`src/design/assert_macros.svh`:
```
// Assertion macros shared by the tracker modules.
// Each macro expects signals named clk and rst_n in the enclosing module.
`ifndef ASSERT_MACROS_SVH
`define ASSERT_MACROS_SVH

`ifndef NO_ASSERTIONS

// The consequent must hold in the same cycle as the antecedent.
`define MFTT_ASSERT_IMP(lbl, ante, cons, msg) \
    lbl: assert property (@(posedge clk) disable iff (!rst_n) (ante) |-> (cons)) \
        else $error(msg);

// The consequent must hold in the cycle after the antecedent.
`define MFTT_ASSERT_NXT(lbl, ante, cons, msg) \
    lbl: assert property (@(posedge clk) disable iff (!rst_n) (ante) |=> (cons)) \
        else $error(msg);

`else

`define MFTT_ASSERT_IMP(lbl, ante, cons, msg)
`define MFTT_ASSERT_NXT(lbl, ante, cons, msg)

`endif

`endif

```
`src/design/mftt_pkg.sv`:
```
package mftt_pkg;

    // MIDI message kinds, taken from the upper nibble of the status byte.
    localparam logic [3:0] KIND_PITCH_BEND = 4'hE;
    localparam logic [3:0] KIND_CONTROL    = 4'hB;
    localparam logic [3:0] KIND_NOTE_ON    = 4'h9;
    localparam logic [3:0] KIND_NOTE_OFF   = 4'h8;

    localparam logic [13:0] FADER_MAX   = 14'd16383;
    localparam logic [7:0]  DIAL_FIRST  = 8'd16;
    localparam logic [7:0]  TOUCH_FIRST = 8'd104;
    localparam logic [15:0] MIN_DELAY   = 16'd50;
    localparam logic [15:0] RESET_DELAY = 16'd300;

    localparam int VALUE_W = 14;

    // Commands passed from the front end to the back end.
    typedef enum logic [1:0] {
        OP_FADER = 2'd0,
        OP_DIAL  = 2'd1,
        OP_TOUCH = 2'd2,
        OP_TICK  = 2'd3
    } op_t;

    localparam int OP_W = 2;

    typedef struct packed {
        logic       func;
        logic [7:0] status_byte;
        logic [7:0] data_first;
        logic [7:0] data_second;
        logic [7:0] elapsed_ms;
    } item_t;

    typedef struct packed {
        logic [2:0]  channel_index;
        logic [13:0] fader_position;
        logic [7:0]  dial_value;
        logic        active_flag;
        logic        seen_flag;
        logic        hold_request;
        logic        last_channel;
    } result_t;

endpackage

```
`src/design/mftt_stream_if.sv`:
```
interface mftt_item_if;
    logic           valid;
    logic           ready;
    mftt_pkg::item_t payload;

    modport source (output valid, output payload, input ready);
    modport sink   (input valid, input payload, output ready);
endinterface

interface mftt_result_if;
    logic             valid;
    logic             ready;
    mftt_pkg::result_t payload;

    modport source (output valid, output payload, input ready);
    modport sink   (input valid, input payload, output ready);
endinterface

```
`src/design/mftt_front.sv`:
```
// Classifies incoming words into back-end commands and drops ignored messages.
module mftt_front #(
    parameter int CHANNELS = 8,
    parameter int CH_W     = 3
) (
    mftt_item_if.sink              items,
    output logic                   cmd_valid,
    input  logic                   cmd_ready,
    output mftt_pkg::op_t          cmd_op,
    output logic [CH_W-1:0]        cmd_chan,
    output logic [mftt_pkg::VALUE_W-1:0] cmd_value
);

    logic [3:0]  kind;
    logic [3:0]  nibble;
    logic [14:0] bend_raw;
    logic [8:0]  d1_wide;
    logic        is_bend;
    logic        is_dial;
    logic        is_touch;
    logic        keep;

    assign kind     = items.payload.status_byte[7:4];
    assign nibble   = items.payload.status_byte[3:0];
    assign d1_wide  = {1'b0, items.payload.data_first};
    assign bend_raw = {items.payload.data_second, 7'd0}
                    | {7'd0, items.payload.data_first};

    assign is_bend  = (kind == mftt_pkg::KIND_PITCH_BEND)
                   && ({1'b0, nibble} < 5'(CHANNELS));
    assign is_dial  = (kind == mftt_pkg::KIND_CONTROL)
                   && (d1_wide >= {1'b0, mftt_pkg::DIAL_FIRST})
                   && (d1_wide < ({1'b0, mftt_pkg::DIAL_FIRST} + 9'(CHANNELS)));
    assign is_touch = ((kind == mftt_pkg::KIND_NOTE_ON) || (kind == mftt_pkg::KIND_NOTE_OFF))
                   && (d1_wide >= {1'b0, mftt_pkg::TOUCH_FIRST})
                   && (d1_wide < ({1'b0, mftt_pkg::TOUCH_FIRST} + 9'(CHANNELS)));

    always_comb
    begin
        keep      = 1'b0;
        cmd_op    = mftt_pkg::OP_TICK;
        cmd_chan  = '0;
        cmd_value = {6'd0, items.payload.elapsed_ms};
        if (items.payload.func)
        begin
            keep = 1'b1;
        end
        else if (is_bend)
        begin
            keep     = 1'b1;
            cmd_op   = mftt_pkg::OP_FADER;
            cmd_chan = CH_W'(nibble);
            // Values above the 14-bit range saturate at full scale.
            cmd_value = bend_raw[14] ? mftt_pkg::FADER_MAX : bend_raw[13:0];
        end
        else if (is_dial)
        begin
            keep      = 1'b1;
            cmd_op    = mftt_pkg::OP_DIAL;
            cmd_chan  = CH_W'(items.payload.data_first - mftt_pkg::DIAL_FIRST);
            cmd_value = {6'd0, items.payload.data_second};
        end
        else if (is_touch)
        begin
            keep      = 1'b1;
            cmd_op    = mftt_pkg::OP_TOUCH;
            cmd_chan  = CH_W'(items.payload.data_first - mftt_pkg::TOUCH_FIRST);
            cmd_value = {13'd0, (kind == mftt_pkg::KIND_NOTE_ON)
                                && (items.payload.data_second != 8'd0)};
        end
    end

    assign items.ready = cmd_ready;
    assign cmd_valid   = items.valid && keep;

endmodule

```
`src/design/mftt_queue.sv`:
```
// Small circular command queue between the front and back ends.
module mftt_queue #(
    parameter int WIDTH = 19,
    parameter int DEPTH = 4
) (
    input  logic             clk,
    input  logic             rst_n,
    input  logic             push_valid,
    output logic             push_ready,
    input  logic [WIDTH-1:0] push_data,
    output logic             pop_valid,
    input  logic             pop_ready,
    output logic [WIDTH-1:0] pop_data
);

    localparam int PTR_W = (DEPTH > 1) ? $clog2(DEPTH) : 1;
    localparam int CNT_W = $clog2(DEPTH + 1);

    logic [WIDTH-1:0] entry_reg [DEPTH];
    logic [PTR_W-1:0] wr_ptr_reg, wr_ptr_next;
    logic [PTR_W-1:0] rd_ptr_reg, rd_ptr_next;
    logic [CNT_W-1:0] count_reg, count_next;
    logic             do_push;
    logic             do_pop;

    assign push_ready = (count_reg != CNT_W'(DEPTH));
    assign pop_valid  = (count_reg != '0);
    assign pop_data   = entry_reg[rd_ptr_reg];
    assign do_push    = push_valid && push_ready;
    assign do_pop     = pop_valid && pop_ready;

    always_comb
    begin
        wr_ptr_next = wr_ptr_reg;
        rd_ptr_next = rd_ptr_reg;
        count_next  = count_reg;
        if (do_push)
        begin
            wr_ptr_next = (wr_ptr_reg == PTR_W'(DEPTH - 1)) ? '0 : wr_ptr_reg + 1'b1;
        end
        if (do_pop)
        begin
            rd_ptr_next = (rd_ptr_reg == PTR_W'(DEPTH - 1)) ? '0 : rd_ptr_reg + 1'b1;
        end
        if (do_push && !do_pop)
        begin
            count_next = count_reg + 1'b1;
        end
        else if (do_pop && !do_push)
        begin
            count_next = count_reg - 1'b1;
        end
    end

    always_ff @(posedge clk or negedge rst_n)
    begin
        if (!rst_n)
        begin
            wr_ptr_reg <= '0;
            rd_ptr_reg <= '0;
            count_reg  <= '0;
        end
        else
        begin
            wr_ptr_reg <= wr_ptr_next;
            rd_ptr_reg <= rd_ptr_next;
            count_reg  <= count_next;
        end
    end

    always_ff @(posedge clk)
    begin
        if (do_push)
        begin
            entry_reg[wr_ptr_reg] <= push_data;
        end
    end

endmodule

```
`src/design/mftt_back.sv`:
```
`include "assert_macros.svh"

// Executes commands: updates channel state and runs the tick scan.
module mftt_back #(
    parameter int CHANNELS = 8,
    parameter int CH_W     = 3
) (
    input  logic                         clk,
    input  logic                         rst_n,
    input  logic                         cmd_valid,
    output logic                         cmd_ready,
    input  mftt_pkg::op_t                cmd_op,
    input  logic [CH_W-1:0]              cmd_chan,
    input  logic [mftt_pkg::VALUE_W-1:0] cmd_value,
    input  logic                         hold_enable,
    input  logic [15:0]                  release_delay_ms,
    mftt_result_if.source                results
);

    typedef enum logic [1:0] {
        ST_IDLE = 2'b01,
        ST_SCAN = 2'b10
    } state_t;

    state_t            state_reg, state_next;
    logic [CH_W-1:0]   scan_reg, scan_next;
    logic [7:0]        elapsed_reg, elapsed_next;
    logic              out_valid_reg, out_valid_next;
    mftt_pkg::result_t result_reg;

    logic [13:0]         fader_reg [CHANNELS];
    logic [7:0]          dial_reg [CHANNELS];
    logic [15:0]         countdown_reg [CHANNELS];
    logic [CHANNELS-1:0] touch_reg;
    logic [CHANNELS-1:0] seen_reg;
    logic [CHANNELS-1:0] changed_reg;
    logic [CHANNELS-1:0] moving_reg;

    logic [CH_W-1:0] addr;
    logic            cmd_pop;
    logic            slot_free;
    logic            scan_step;
    logic            scan_last;
    logic [15:0]     cd_cur;
    logic [15:0]     countdown_next;
    logic            end_move;
    logic            hold;
    logic [15:0]     eff_delay;
    logic            touch_now;
    logic            touch_drop;
    logic            in_scan;
    logic            out_hold;

    // Scan and command execution never overlap, so one index serves both.
    assign addr      = (state_reg == ST_SCAN) ? scan_reg : cmd_chan;
    assign cmd_ready = (state_reg == ST_IDLE);
    assign cmd_pop   = cmd_valid && cmd_ready;
    assign slot_free = !out_valid_reg || results.ready;
    assign scan_step = (state_reg == ST_SCAN) && slot_free;
    assign scan_last = (scan_reg == CH_W'(CHANNELS - 1));

    assign eff_delay = (release_delay_ms < mftt_pkg::MIN_DELAY) ? mftt_pkg::MIN_DELAY
                                                                : release_delay_ms;

    assign cd_cur         = countdown_reg[addr];
    assign countdown_next = (cd_cur > {8'd0, elapsed_reg}) ? cd_cur - {8'd0, elapsed_reg}
                                                           : 16'd0;
    assign end_move       = moving_reg[addr] && (countdown_next == 16'd0);
    assign hold           = end_move && hold_enable && !touch_reg[addr] && changed_reg[addr];

    assign touch_now  = cmd_value[0];
    assign touch_drop = hold_enable && touch_reg[addr] && !touch_now && changed_reg[addr];

    always_comb
    begin
        state_next     = state_reg;
        scan_next      = scan_reg;
        elapsed_next   = elapsed_reg;
        out_valid_next = out_valid_reg;
        if (slot_free)
        begin
            out_valid_next = scan_step;
        end
        case (state_reg)
            ST_IDLE:
            begin
                if (cmd_pop && (cmd_op == mftt_pkg::OP_TICK))
                begin
                    state_next   = ST_SCAN;
                    scan_next    = '0;
                    elapsed_next = cmd_value[7:0];
                end
            end
            ST_SCAN:
            begin
                if (scan_step)
                begin
                    if (scan_last)
                    begin
                        state_next = ST_IDLE;
                    end
                    else
                    begin
                        scan_next = scan_reg + 1'b1;
                    end
                end
            end
            default:
            begin
                state_next = ST_IDLE;
            end
        endcase
    end

    always_ff @(posedge clk or negedge rst_n)
    begin
        if (!rst_n)
        begin
            state_reg     <= ST_IDLE;
            scan_reg      <= '0;
            out_valid_reg <= 1'b0;
            touch_reg     <= '0;
            seen_reg      <= '0;
            changed_reg   <= '0;
            moving_reg    <= '0;
            for (int i = 0; i < CHANNELS; i++)
            begin
                fader_reg[i]     <= '0;
                dial_reg[i]      <= '0;
                countdown_reg[i] <= '0;
            end
        end
        else
        begin
            state_reg     <= state_next;
            scan_reg      <= scan_next;
            out_valid_reg <= out_valid_next;
            if (cmd_pop)
            begin
                case (cmd_op)
                    mftt_pkg::OP_FADER:
                    begin
                        fader_reg[addr]     <= cmd_value;
                        seen_reg[addr]      <= 1'b1;
                        changed_reg[addr]   <= 1'b1;
                        moving_reg[addr]    <= 1'b1;
                        countdown_reg[addr] <= eff_delay;
                    end
                    mftt_pkg::OP_DIAL:
                    begin
                        dial_reg[addr] <= cmd_value[7:0];
                    end
                    mftt_pkg::OP_TOUCH:
                    begin
                        touch_reg[addr] <= touch_now;
                        if (touch_now)
                        begin
                            seen_reg[addr] <= 1'b1;
                        end
                        if (touch_drop)
                        begin
                            countdown_reg[addr] <= eff_delay;
                        end
                    end
                    default:
                    begin
                    end
                endcase
            end
            if (scan_step)
            begin
                countdown_reg[addr] <= countdown_next;
                if (end_move)
                begin
                    moving_reg[addr] <= 1'b0;
                end
                if (hold)
                begin
                    changed_reg[addr] <= 1'b0;
                end
            end
        end
    end

    always_ff @(posedge clk)
    begin
        elapsed_reg <= elapsed_next;
        if (scan_step)
        begin
            result_reg.channel_index  <= 3'(addr);
            result_reg.fader_position <= fader_reg[addr];
            result_reg.dial_value     <= dial_reg[addr];
            result_reg.active_flag    <= touch_reg[addr] || (moving_reg[addr] && !end_move);
            result_reg.seen_flag      <= seen_reg[addr];
            result_reg.hold_request   <= hold;
            result_reg.last_channel   <= scan_last;
        end
    end

    assign results.valid   = out_valid_reg;
    assign results.payload = result_reg;

    assign in_scan  = (state_reg == ST_SCAN);
    assign out_hold = out_valid_reg && result_reg.hold_request;

    `MFTT_ASSERT_IMP(a_no_pop_in_scan, in_scan, !cmd_pop, "command taken during scan")
    `MFTT_ASSERT_NXT(a_scan_holds, in_scan && !slot_free, $stable(scan_reg), "scan moved on stall")
    `MFTT_ASSERT_NXT(a_last_ends_scan, scan_step && scan_last, !in_scan, "scan did not end")
    `MFTT_ASSERT_IMP(a_hold_inactive, out_hold, !result_reg.active_flag, "hold while active")

endmodule

```
`src/design/midi_fader_touch_tracker_core.sv`:
```
// Motor-fader touch tracker core.
// The items channel takes one word per MIDI message (func 0) or time tick (func 1).
// Pitch bend, dial controllers and touch notes update per-channel state and
// produce no result. A tick produces one result word per channel, channel 0
// first, with last_channel set on the final one.
// A front end classifies each word in the cycle it is accepted and drops
// messages that are ignored; a four-entry command queue decouples it from the
// back end, so words are accepted at one per cycle until the queue fills.
// The back end executes a MIDI command as it dequeues it. A dequeued tick moves
// it into a scan of the channels over the single shared channel-update path,
// during which it takes no further command; each result word is registered
// in an output register that the scan fills, channel by channel.
// When the receiver stalls, the result register holds its word, the scan
// pauses, and the queue keeps taking words until it is full.
// Reset clears all channel state and restores hold_enable to 1 and
// release_delay_ms to 300; there is no clearing pass.
// The APB port holds hold_enable at address 0 and release_delay_ms at address 4.
// Writes complete in the access cycle and pready is always high; write only
// while the block is idle.
module midi_fader_touch_tracker_core #(
    parameter int CHANNELS = 8
) (
    input  logic        clk,
    input  logic        rst_n,
    mftt_item_if.sink   items,
    mftt_result_if.source results,
    input  logic        psel,
    input  logic        penable,
    input  logic        pwrite,
    input  logic [2:0]  paddr,
    input  logic [31:0] pwdata,
    output logic [31:0] prdata,
    output logic        pready
);

    localparam int CH_W        = (CHANNELS > 1) ? $clog2(CHANNELS) : 1;
    localparam int QUEUE_DEPTH = 4;
    localparam int CMD_W       = mftt_pkg::OP_W + CH_W + mftt_pkg::VALUE_W;

    // Register index, taken from address bit 2.
    localparam logic REG_HOLD_ENABLE   = 1'b0;
    localparam logic REG_RELEASE_DELAY = 1'b1;

    logic        hold_enable_reg;
    logic [15:0] release_delay_reg;
    logic        cfg_write;

    logic                         front_valid;
    logic                         front_ready;
    mftt_pkg::op_t                front_op;
    logic [CH_W-1:0]              front_chan;
    logic [mftt_pkg::VALUE_W-1:0] front_value;

    logic             back_valid;
    logic             back_ready;
    logic [CMD_W-1:0] back_data;

    // Configuration registers.
    assign pready    = 1'b1;
    assign cfg_write = psel && penable && pwrite && pready;

    always_ff @(posedge clk or negedge rst_n)
    begin
        if (!rst_n)
        begin
            hold_enable_reg   <= 1'b1;
            release_delay_reg <= mftt_pkg::RESET_DELAY;
        end
        else if (cfg_write)
        begin
            case (paddr[2])
                REG_HOLD_ENABLE:   hold_enable_reg   <= pwdata[0];
                REG_RELEASE_DELAY: release_delay_reg <= pwdata[15:0];
                default:
                begin
                end
            endcase
        end
    end

    always_comb
    begin
        case (paddr[2])
            REG_HOLD_ENABLE:   prdata = {31'd0, hold_enable_reg};
            REG_RELEASE_DELAY: prdata = {16'd0, release_delay_reg};
            default:           prdata = '0;
        endcase
    end

    mftt_front #(
        .CHANNELS (CHANNELS),
        .CH_W     (CH_W)
    ) u_front (
        .items     (items),
        .cmd_valid (front_valid),
        .cmd_ready (front_ready),
        .cmd_op    (front_op),
        .cmd_chan  (front_chan),
        .cmd_value (front_value)
    );

    mftt_queue #(
        .WIDTH (CMD_W),
        .DEPTH (QUEUE_DEPTH)
    ) u_queue (
        .clk        (clk),
        .rst_n      (rst_n),
        .push_valid (front_valid),
        .push_ready (front_ready),
        .push_data  ({front_op, front_chan, front_value}),
        .pop_valid  (back_valid),
        .pop_ready  (back_ready),
        .pop_data   (back_data)
    );

    mftt_back #(
        .CHANNELS (CHANNELS),
        .CH_W     (CH_W)
    ) u_back (
        .clk              (clk),
        .rst_n            (rst_n),
        .cmd_valid        (back_valid),
        .cmd_ready        (back_ready),
        .cmd_op           (mftt_pkg::op_t'(back_data[CMD_W-1 -: mftt_pkg::OP_W])),
        .cmd_chan         (back_data[mftt_pkg::VALUE_W +: CH_W]),
        .cmd_value        (back_data[mftt_pkg::VALUE_W-1:0]),
        .hold_enable      (hold_enable_reg),
        .release_delay_ms (release_delay_reg),
        .results          (results)
    );

endmodule
```
`src/flat_wrapper.sv`:
```
// flat-port wrapper written by rule: the top's interface ports become plain ports
module midi_fader_touch_tracker_core_flat 
#(
    parameter int CHANNELS = 8
)
  (clk, rst_n, psel, penable, pwrite, paddr, pwdata, prdata, pready, items_valid, items_payload, items_ready, results_valid, results_payload, results_ready);
  mftt_item_if items_i ();
  mftt_result_if results_i ();
  input  logic clk;
  input  logic rst_n;
  input  logic psel;
  input  logic penable;
  input  logic pwrite;
  input  logic [2:0] paddr;
  input  logic [31:0] pwdata;
  output logic [31:0] prdata;
  output logic pready;
  input wire logic [$bits(items_i.valid)-1:0] items_valid;
  input wire logic [$bits(items_i.payload)-1:0] items_payload;
  output wire logic [$bits(items_i.ready)-1:0] items_ready;
  output wire logic [$bits(results_i.valid)-1:0] results_valid;
  output wire logic [$bits(results_i.payload)-1:0] results_payload;
  input wire logic [$bits(results_i.ready)-1:0] results_ready;
  assign items_i.valid = items_valid;
  assign items_i.payload = items_payload;
  assign items_ready = items_i.ready;
  assign results_valid = results_i.valid;
  assign results_payload = results_i.payload;
  assign results_i.ready = results_ready;
  midi_fader_touch_tracker_core #(.CHANNELS(CHANNELS)) u_core (.clk(clk), .rst_n(rst_n), .items(items_i), .results(results_i), .psel(psel), .penable(penable), .pwrite(pwrite), .paddr(paddr), .pwdata(pwdata), .prdata(prdata), .pready(pready));
endmodule
```
`config.mk`:
```
export PLATFORM = sky130hd
export DESIGN_NAME = midi_fader_touch_tracker_core_flat
export DESIGN_NICKNAME = d
export VERILOG_FILES = /design/src/design/mftt_pkg.sv /design/src/design/mftt_stream_if.sv /design/src/design/mftt_front.sv /design/src/design/mftt_queue.sv /design/src/design/mftt_back.sv /design/src/design/midi_fader_touch_tracker_core.sv /design/src/flat_wrapper.sv
export VERILOG_INCLUDE_DIRS = /design/src /design/src/design
export SDC_FILE = /design/constraint.sdc
export NUM_CORES = 1
export LEC_CHECK = 0
export BUFFER_PORTS_ARGS = -buffer_cell sky130_fd_sc_hd__buf_2
export CORE_ASPECT_RATIO = 1.25
export CORE_MARGIN = 2
export CORE_UTILIZATION = 55
export DETAILED_ROUTE_END_ITERATION = 7
export HOLD_SLACK_MARGIN = 0.1
export PLACE_DENSITY = 0.72
export SLEW_MARGIN = 10
export SYNTH_ARGS = -nofsm -noshare
export SYNTH_HDL_FRONTEND = slang
export SYNTH_SLANG_ARGS = --single-unit
```
`constraint.sdc`:
```
create_clock -name clk -period 16.9 [get_ports clk]
set_input_delay 0.845 -clock clk [delete_from_list [all_inputs] [get_ports clk]]
set_output_delay 0.845 -clock clk [all_outputs]
set_load 0.01 [all_outputs]
```
# Word-level counts from Yosys, hierarchy flattened
# Memories as Yosys holds them, arrays and structs flattened.
# Index checks and enable logic that the tools add are counted.
totals:
  reg_bits: 403
  in_bits: 75
  word_cells: 220
  mem_bits_ro: 0
  output_inout_bits: 64
  ramBits: 76
  mem_count: 1
  latch_bits: 0
mem_list:
  columns: ["name", "depth", "width", "read_ports", "rd_clocked_by_memory_dff", "wr", "line", "source"]
  rows:
  - ["u_core.u_queue.entry_reg", 4, 19, 1, 0, 1, "mftt_queue.sv:19", "logic [WIDTH-1:0] entry_reg [DEPTH];"]
op_classes:
  mul: 0
  addsub: 8
  div_mod_pow: 0
  reduce_logical: 50
  n_mux: 79
  bitwise: 9
  order_cmp: 11
  shift: 0
  eq_ne: 18
op_table:
  columns: ["op", "count"]
  rows:
  - ["128-bit 2-to-1 mux", 3]
  - ["128-bit bitwise mux", 2]
  - ["128-bit one-hot mux with 2 select lines", 1]
  - ["112-bit bitwise mux", 1]
  - ["8-bit 2-to-1 mux", 14]
  - ["14-bit 2-to-1 mux", 6]
  - ["16-bit 2-to-1 mux", 5]
  - ["64-bit bitwise mux", 1]
  - ["32-bit one-hot mux with 2 select lines", 1]
  - ["16-bit binary-select mux with 3-bit select", 1]
  - ["16-bit demux with 3-bit select", 1]
  - ["14-bit binary-select mux with 3-bit select", 1]
  - ["14-bit demux with 3-bit select", 1]
  - ["3-bit 2-to-1 mux", 10]
  - ["1-bit logical AND", 25]
  - ["8-bit binary-select mux with 3-bit select", 1]
  - ["8-bit demux with 3-bit select", 1]
  - ["8-bit OR", 3]
  - ["8-bit bitwise AND", 2]
  - ["4-bit equality test (second input constant)", 4]
  - ["16-bit by 8-bit greater-than comparator with 1-bit output", 1]
  - ["16-bit logical NOT", 1]
  - ["16-bit by 6-bit less-than comparator with 1-bit output (second input constant)", 1]
  - ["2-bit 2-to-1 mux", 8]
  - ["39 further kinds", 80]

# Logic depth before layout (Yosys ltp)
logic_depth:
  ltp_word: 15
  mapped_depth: 29
  depth_no_buf: 21

# Hierarchy
# From an unflattened synthesis, not the netlist that was laid out.
unflattened:
  hier_cells: 1850
  area_unflattened_um2: 22979.5
by_module_without_submodules:
  columns: ["mod", "seq_area_each_um2", "cells_each", "area_per_inst_um2", "n_inst"]
  rows:
  - ["mftt_back", 9670.5, 1573, 18383.9, 1]
  - ["mftt_queue", 2457.4, 135, 3171.8, 1]
  - ["midi_fader_touch_tracker_core", 431.7, 74, 957.2, 1]
  - ["mftt_front", 0.0, 68, 466.7, 1]

# Worst setup path before layout
# No wires, ideal clock.
synth_timing:
  kind: "flip-flop to flip-flop"
  startpoint: "register u_core.u_back.state_reg[0]"
  endpoint: "register u_core.u_back.changed_reg[0]"
  required_time_ns: 16.771
  n_path_buf: 7
  synth_period_minus_slack_ns: 5.668
  stages_incl_launch_ff: 29
  t_arrival_ns: 5.539
  setup_ns: 0.129
  path_slack_ns: 11.232
  cell_sequence: "dfstp_2 -> nor2b_4 -> buf_6 -> nor3_4 -> nor3_4 -> inv_4 -> buf_6 -> buf_6 -> clkbuf_1 -> clkbuf_1 -> clkbuf_1 -> nand2_1 -> nand3_1 -> o21ai_0 -> nor2_1 -> a31oi_1 -> ha_1 -> fa_1 -> inv_1 -> a21o_1 -> nor2b_1 -> nor3_1 -> xnor2_1 -> or4_1 -> nor4_1 -> or4b_4 -> o31ai_4 -> buf_6 -> a21oi_2"
synth_via:
  elab_chain_cells: 15
  elab_cells_between_ends: 36
  cone_classes: "add/sub (1); order compare (3); eq/ne (2); mux (17); bitwise (4); reduce/logical (9)"
synth_rtl:
  columns: ["item", "line", "source"]
  rows:
  - ["from (decl)", "mftt_back.sv:25", "state_t state_reg, state_next;"]
  - ["from (signal assigned)", "mftt_back.sv:135", "state_reg <= state_next;"]
  - ["2-bit equality test", "mftt_back.sv:55, mftt_back.sv:59", null]
  - ["3-bit 2-to-1 mux", "mftt_back.sv:55", "assign addr = (state_reg == ST_SCAN) ? scan_reg : cmd_chan;"]
  - ["3-bit inverter with 4-bit output (implied by the code)", "mftt_back.sv:65", "assign cd_cur = countdown_reg[addr];"]
  - ["16-bit binary-select mux with 3-bit select", "mftt_back.sv:65", null]
  - ["16-bit 2-to-1 mux (implied by the code) (2 in a row)", "mftt_back.sv:65", null]
  - ["16-bit by 8-bit subtractor with 16-bit output / 16-bit by 8-bit greater-than comparator with 1-bit output (equally long branches)", "mftt_back.sv:66", "assign countdown_next = (cd_cur > {8'd0, elapsed_reg}) ? cd_cur - {8'd0, elapsed_reg}"]
  - ["16-bit 2-to-1 mux", "mftt_back.sv:66", null]
  - ["16-bit logical NOT", "mftt_back.sv:68", "assign end_move = moving_reg[addr] && (countdown_next == 16'd0);"]
  - ["1-bit logical AND", "mftt_back.sv:68", null]
  - ["1-bit logical AND (3 in a row)", "mftt_back.sv:69", "assign hold = end_move && hold_enable && !touch_reg[addr] && changed_reg[addr];"]
  - ["8-bit 2-to-1 mux", "mftt_back.sv:177", "if (hold)"]
  - ["8-bit 2-to-1 mux (*)", "mftt_back.sv:170", "if (scan_step)"]
  - ["to (signal assigned)", "mftt_back.sv:124", "changed_reg <= '0;"]
  - ["to (signal, indexed assignment)", "mftt_back.sv:145", "changed_reg[addr] <= 1'b1;"]
  - ["to (signal, indexed assignment)", "mftt_back.sv:179", "changed_reg[addr] <= 1'b0;"]
  - ["to (decl)", "mftt_back.sv:36", "logic [CHANNELS-1:0] changed_reg;"]
# Mark *: on every way between the ends. The rest lies on a longest branch, timed or not. The select of a mux whose other input is x is not followed.
# A chain may end at the register's enable or synchronous reset.

# Final worst setup path
layout_timing:
  startpoint: "register u_core.u_queue.rd_ptr_reg[0]"
  endpoint: "register u_core.u_back.result_reg, in the netlist u_core.u_back.results.payload[1] (data pin)"
layout_via:
  elab_chain_cells: 13
  elab_cells_between_ends: 21
  cone_classes: "add/sub (1); order compare (1); mux (11); bitwise (1); reduce/logical (6); memory (1)"
layout_rtl:
  columns: ["item", "line", "source"]
  rows:
  - ["from (decl)", "mftt_queue.sv:21", "logic [PTR_W-1:0] rd_ptr_reg, rd_ptr_next;"]
  - ["from (signal assigned)", "mftt_queue.sv:66", "rd_ptr_reg <= rd_ptr_next;"]
  - ["memory read 4 x 19 bit (*)", null, null]
  - ["3-bit 2-to-1 mux (*)", "mftt_back.sv:55", null]
  - ["3-bit inverter with 4-bit output (implied by the code)", "mftt_back.sv:65", null]
  - ["16-bit binary-select mux with 3-bit select", "mftt_back.sv:65", null]
  - ["16-bit 2-to-1 mux (implied by the code) (2 in a row)", "mftt_back.sv:65", null]
  - ["16-bit by 8-bit subtractor with 16-bit output / 16-bit by 8-bit greater-than comparator with 1-bit output (equally long branches)", "mftt_back.sv:66", null]
  - ["16-bit 2-to-1 mux", "mftt_back.sv:66", null]
  - ["16-bit logical NOT", "mftt_back.sv:68", null]
  - ["1-bit logical AND", "mftt_back.sv:68", null]
  - ["1-bit logical AND (2 in a row)", "mftt_back.sv:69", null]
  - ["1-bit logical AND (*)", "mftt_back.sv:69", null]
  - ["net u_core.u_back.hold", "mftt_back.sv:47", "logic hold;"]
  - ["to (decl)", "mftt_back.sv:29", "mftt_pkg::result_t result_reg;"]
# The timed path passes the listed nets; every way through them passes the cells marked *. The select of a mux whose other input is x is not followed.

==> results.ini <==
[cells_and_area]
area_delta_synth_final_pct = 9.90
final_common_cell = dfrtp_1
drive_gt1_frac = 0.215
nets = 2282
largest_reg_flops = 128
diodes = 0
instances_no_fill = 2786
final_cell_mix = dfrtp_1, nand2_1, mux2_2

[timing]
max-slew-margin-rel = 0.144
setup_viol = 0
timing.hold.ws_ns = 0.313
slew_viol_final = 0
grt_setup_unrepaired = false
tightest_slew_ns = 1.28
finalHoldViolCount = 0
finalCriticalPeriod_ns = 7.62
fmax_mhz = 131
fin_crit_sh = 0.451
fin_worst_skew_ns = 0.0243
finalSetupTns_ns = 0
fin_ws_ns = 9.28

[worst_setup_path]
critPathMaxFanout = 40
path_cells = buf_4 -> mux2i_1 -> nand3_1 -> nand2_2 -> inv_2 -> buf_4 -> nor2_1 -> nand2_1 -> o22ai_1 -> nor2_1 -> ha_1 -> a21oi_1 -> nor2b_1 -> nor3_1 -> xnor2_1 -> or4_1 -> nor4_1 -> or4b_4 -> o31ai_4 -> nor3b_2
required_ns = 17.36
slowest_delay_ns = 0.83
arrival_ns = 8.08
crit_type = flop to flop
cp-start-kind = flop
reg2reg_slack_ns = 9.28
setup.worst_path.end_class = flop
critPathSlowestCell = o31ai_4

[clock_network]
clk_latency_ns = 0.62
clk_pin_slew_ns = 0.06
cts_sinks = 479
cts_tree = yes
clockBufferDepth = 3
ctsResizeCount = 0
ctsHtreeMaxLevel = 2
cts_hold_buf = 0
postCtsSetupBuffers = 0
root_buffer = clkbuf_16
cts_made_buffers = 47

[placed_design]
post-place-cells = 2699
hpwl_mm = 43.3
preCtsSetupSlack_ns = 9.47
port_buffers = 103
gp_congestion = 0.942

[routing]
viasPerCell = 6.48
drc = 0
via_count = 18100
totalWireLength_mm = 69.0
drtIter0Drc = 1643
ant_nets = 0
wl_per_cell_um = 24.8
drt_pass1_iterations = 7

[power_and_ir_drop]
p_leak_nw = 10.7
powerDensity_nw_per_um2 = 226
ir_drop_mv = 0.117

[synth]
postSynthAreaPerCell_um2 = 11.0
synth_seq_cells = 479
synth_warnings = 0
ys_seq_area_frac = 0.531
synth_edf_count = 113
synthCells = 2155
async_reset_ff_frac = 0.764
synth_flop_cell = dfrtp_1
netlist_area_um2 = 23600
ys_types = 90

[die]
fp.dieW_um = 189
fp.coreArea_um2 = 42300
rows = 84
num_io_pins = 139
initial_utilization = 0.559
dieArea_um2 = 44700
die_h_um = 236

[grt]
grt_pass1_wl_mm = 106
antenna_found_initial = 1
overflow = 0
grt_usage = 0.309
first_global_vias = 18400
grt_max_degree = 107

[hold_path]
hp-class = input port to async pin

[job]
maxCapViolCount = 0

[outcome]
status = finished, final reports clean

final cells by class:
| type | instances | area [µm²] |
|---|---|---|
| Multi-Input combinational cell | 1495 | 10300 |
| Sequential cell | 479 | 12600 |
| Inverter | 25 | 98.8 |
| Clock buffer | 68 | 1310 |
| Tap cell | 559 | 699 |
| Timing Repair Buffer | 141 | 811 |
| Clock inverter | 19 | 238 |
| Fill cell | 3414 | 16300 |
cell usage after synthesis (all sizes together) (4+ instances only):
library cell,count,area share
o31a,6,0.0022
a311oi,4,0.0015
ha,16,0.0085
a221oi,24,0.0089
nor4,12,0.0032
o21ai,110,0.023
a21boi,9,0.0029
nor2,109,0.018
dfstp,6,0.0067
nand2b,11,0.0029
a222oi,5,0.0021
nor3,31,0.0080
o21bai,8,0.0025
a211oi,20,0.0070
mux2i,106,0.045
or3,5,0.0013
mux4,16,0.015
nand3,104,0.022
a2111oi,8,0.0038
nor2b,7,0.0022
o221ai,7,0.0026
clkbuf,99,0.016
o22ai,21,0.0058
xnor2,8,0.0030
buf,72,0.018
dfrtp,360,0.38
and3,9,0.0024
inv,25,0.0042
a21oi,117,0.026
nand4,7,0.0019
o31ai,12,0.0044
and2,31,0.0083
o21a,8,0.0025
a22oi,11,0.0035
nand2,329,0.053
a31oi,13,0.0037
mux2,207,0.099
a221o,6,0.0025
o211ai,32,0.010
edfxtp,113,0.14
report_power, final:
group          total (W)  switching, W  leakage [nW]  internal [W]
Clock            0.00106      0.000462         0.741      0.000602
Sequential       0.00187      0.000240          5.45       0.00163
Combinational    0.00293       0.00195          4.54      0.000981
layer usage:
layer / wire length [µm] / vias up / global-route usage
met3: 5300 / 289 / 0.0568
met5: 0 / - / 0
met2: 32400 / 911 / 0.498
li1: - / 7850 / -
met4: 4820 / 0 / 0.198
met1: 26500 / 9014 / 0.385
worst paths after layout:
path / cells after the start / to / start
setup / recovery: 20 / u_core.u_back.results.payload[1] / u_core.u_queue.rd_ptr_reg[0]
hold / removal: 1 / u_core.u_back.countdown_reg[89] / rst_n
setup reg to reg: 20 / u_core.u_back.results.payload[1] / u_core.u_queue.rd_ptr_reg[0]
hold reg to reg: 1 / u_core.u_back.seen_reg[6] / u_core.u_back.seen_reg[6]
max in group asynchronous: 3 / u_core.u_back.fader_reg[109] / rst_n
min in group clk: 2 / u_core.release_delay_reg[2] / pwdata[2]
through the flow:
| stage | total power, W | util | cell area (µm²) |
|---|---|---|---|
| final | 0.00587 | 0.615 | 26000 |
| after global routing | 0.00617 | 0.615 | 26000 |
| after CTS | 0.00580 | 0.615 | 26000 |
| after detailed placement | 0.00473 | 0.578 | 24400 |
| after global placement | 0.00463 | 0.578 | 24400 |
| after floorplan | 0.00385 | - | 23700 |
cell families (layout without fill, tap and decap cells):
kind of cell             Yosys count  count (layout)  share of synthesized area
AND/OR/NAND/NOR                  672             672                      0.130
flip-flops                       479             479                      0.531
AO/OA/AOI/OAI                    448             448                      0.128
multiplexers                     329             329                      0.159
buffers and inverters            196             253                     0.0381
adder cells (fa/ha/maj)           18              18                     0.0102
XOR/XNOR                          11              11                    0.00408
other                              2              17                   0.000318
worst max-delay path: cells and delay by family, from the launching register on:
| family | cells | cell delay (ns) |
|---|---|---|
| xor gates and xnor gates | 1 | 0.12 |
| AOI/OAI and AO/OA | 3 | 1.21 |
| buffers and inverters | 3 | 1.18 |
| adders and majority gates | 1 | 0.22 |
| muxes | 1 | 0.29 |
| and+or+nand+nor | 11 | 4.03 |
| DFF | 1 | 0.35 |
Note: power is estimated with default switching activity, not from simulation.
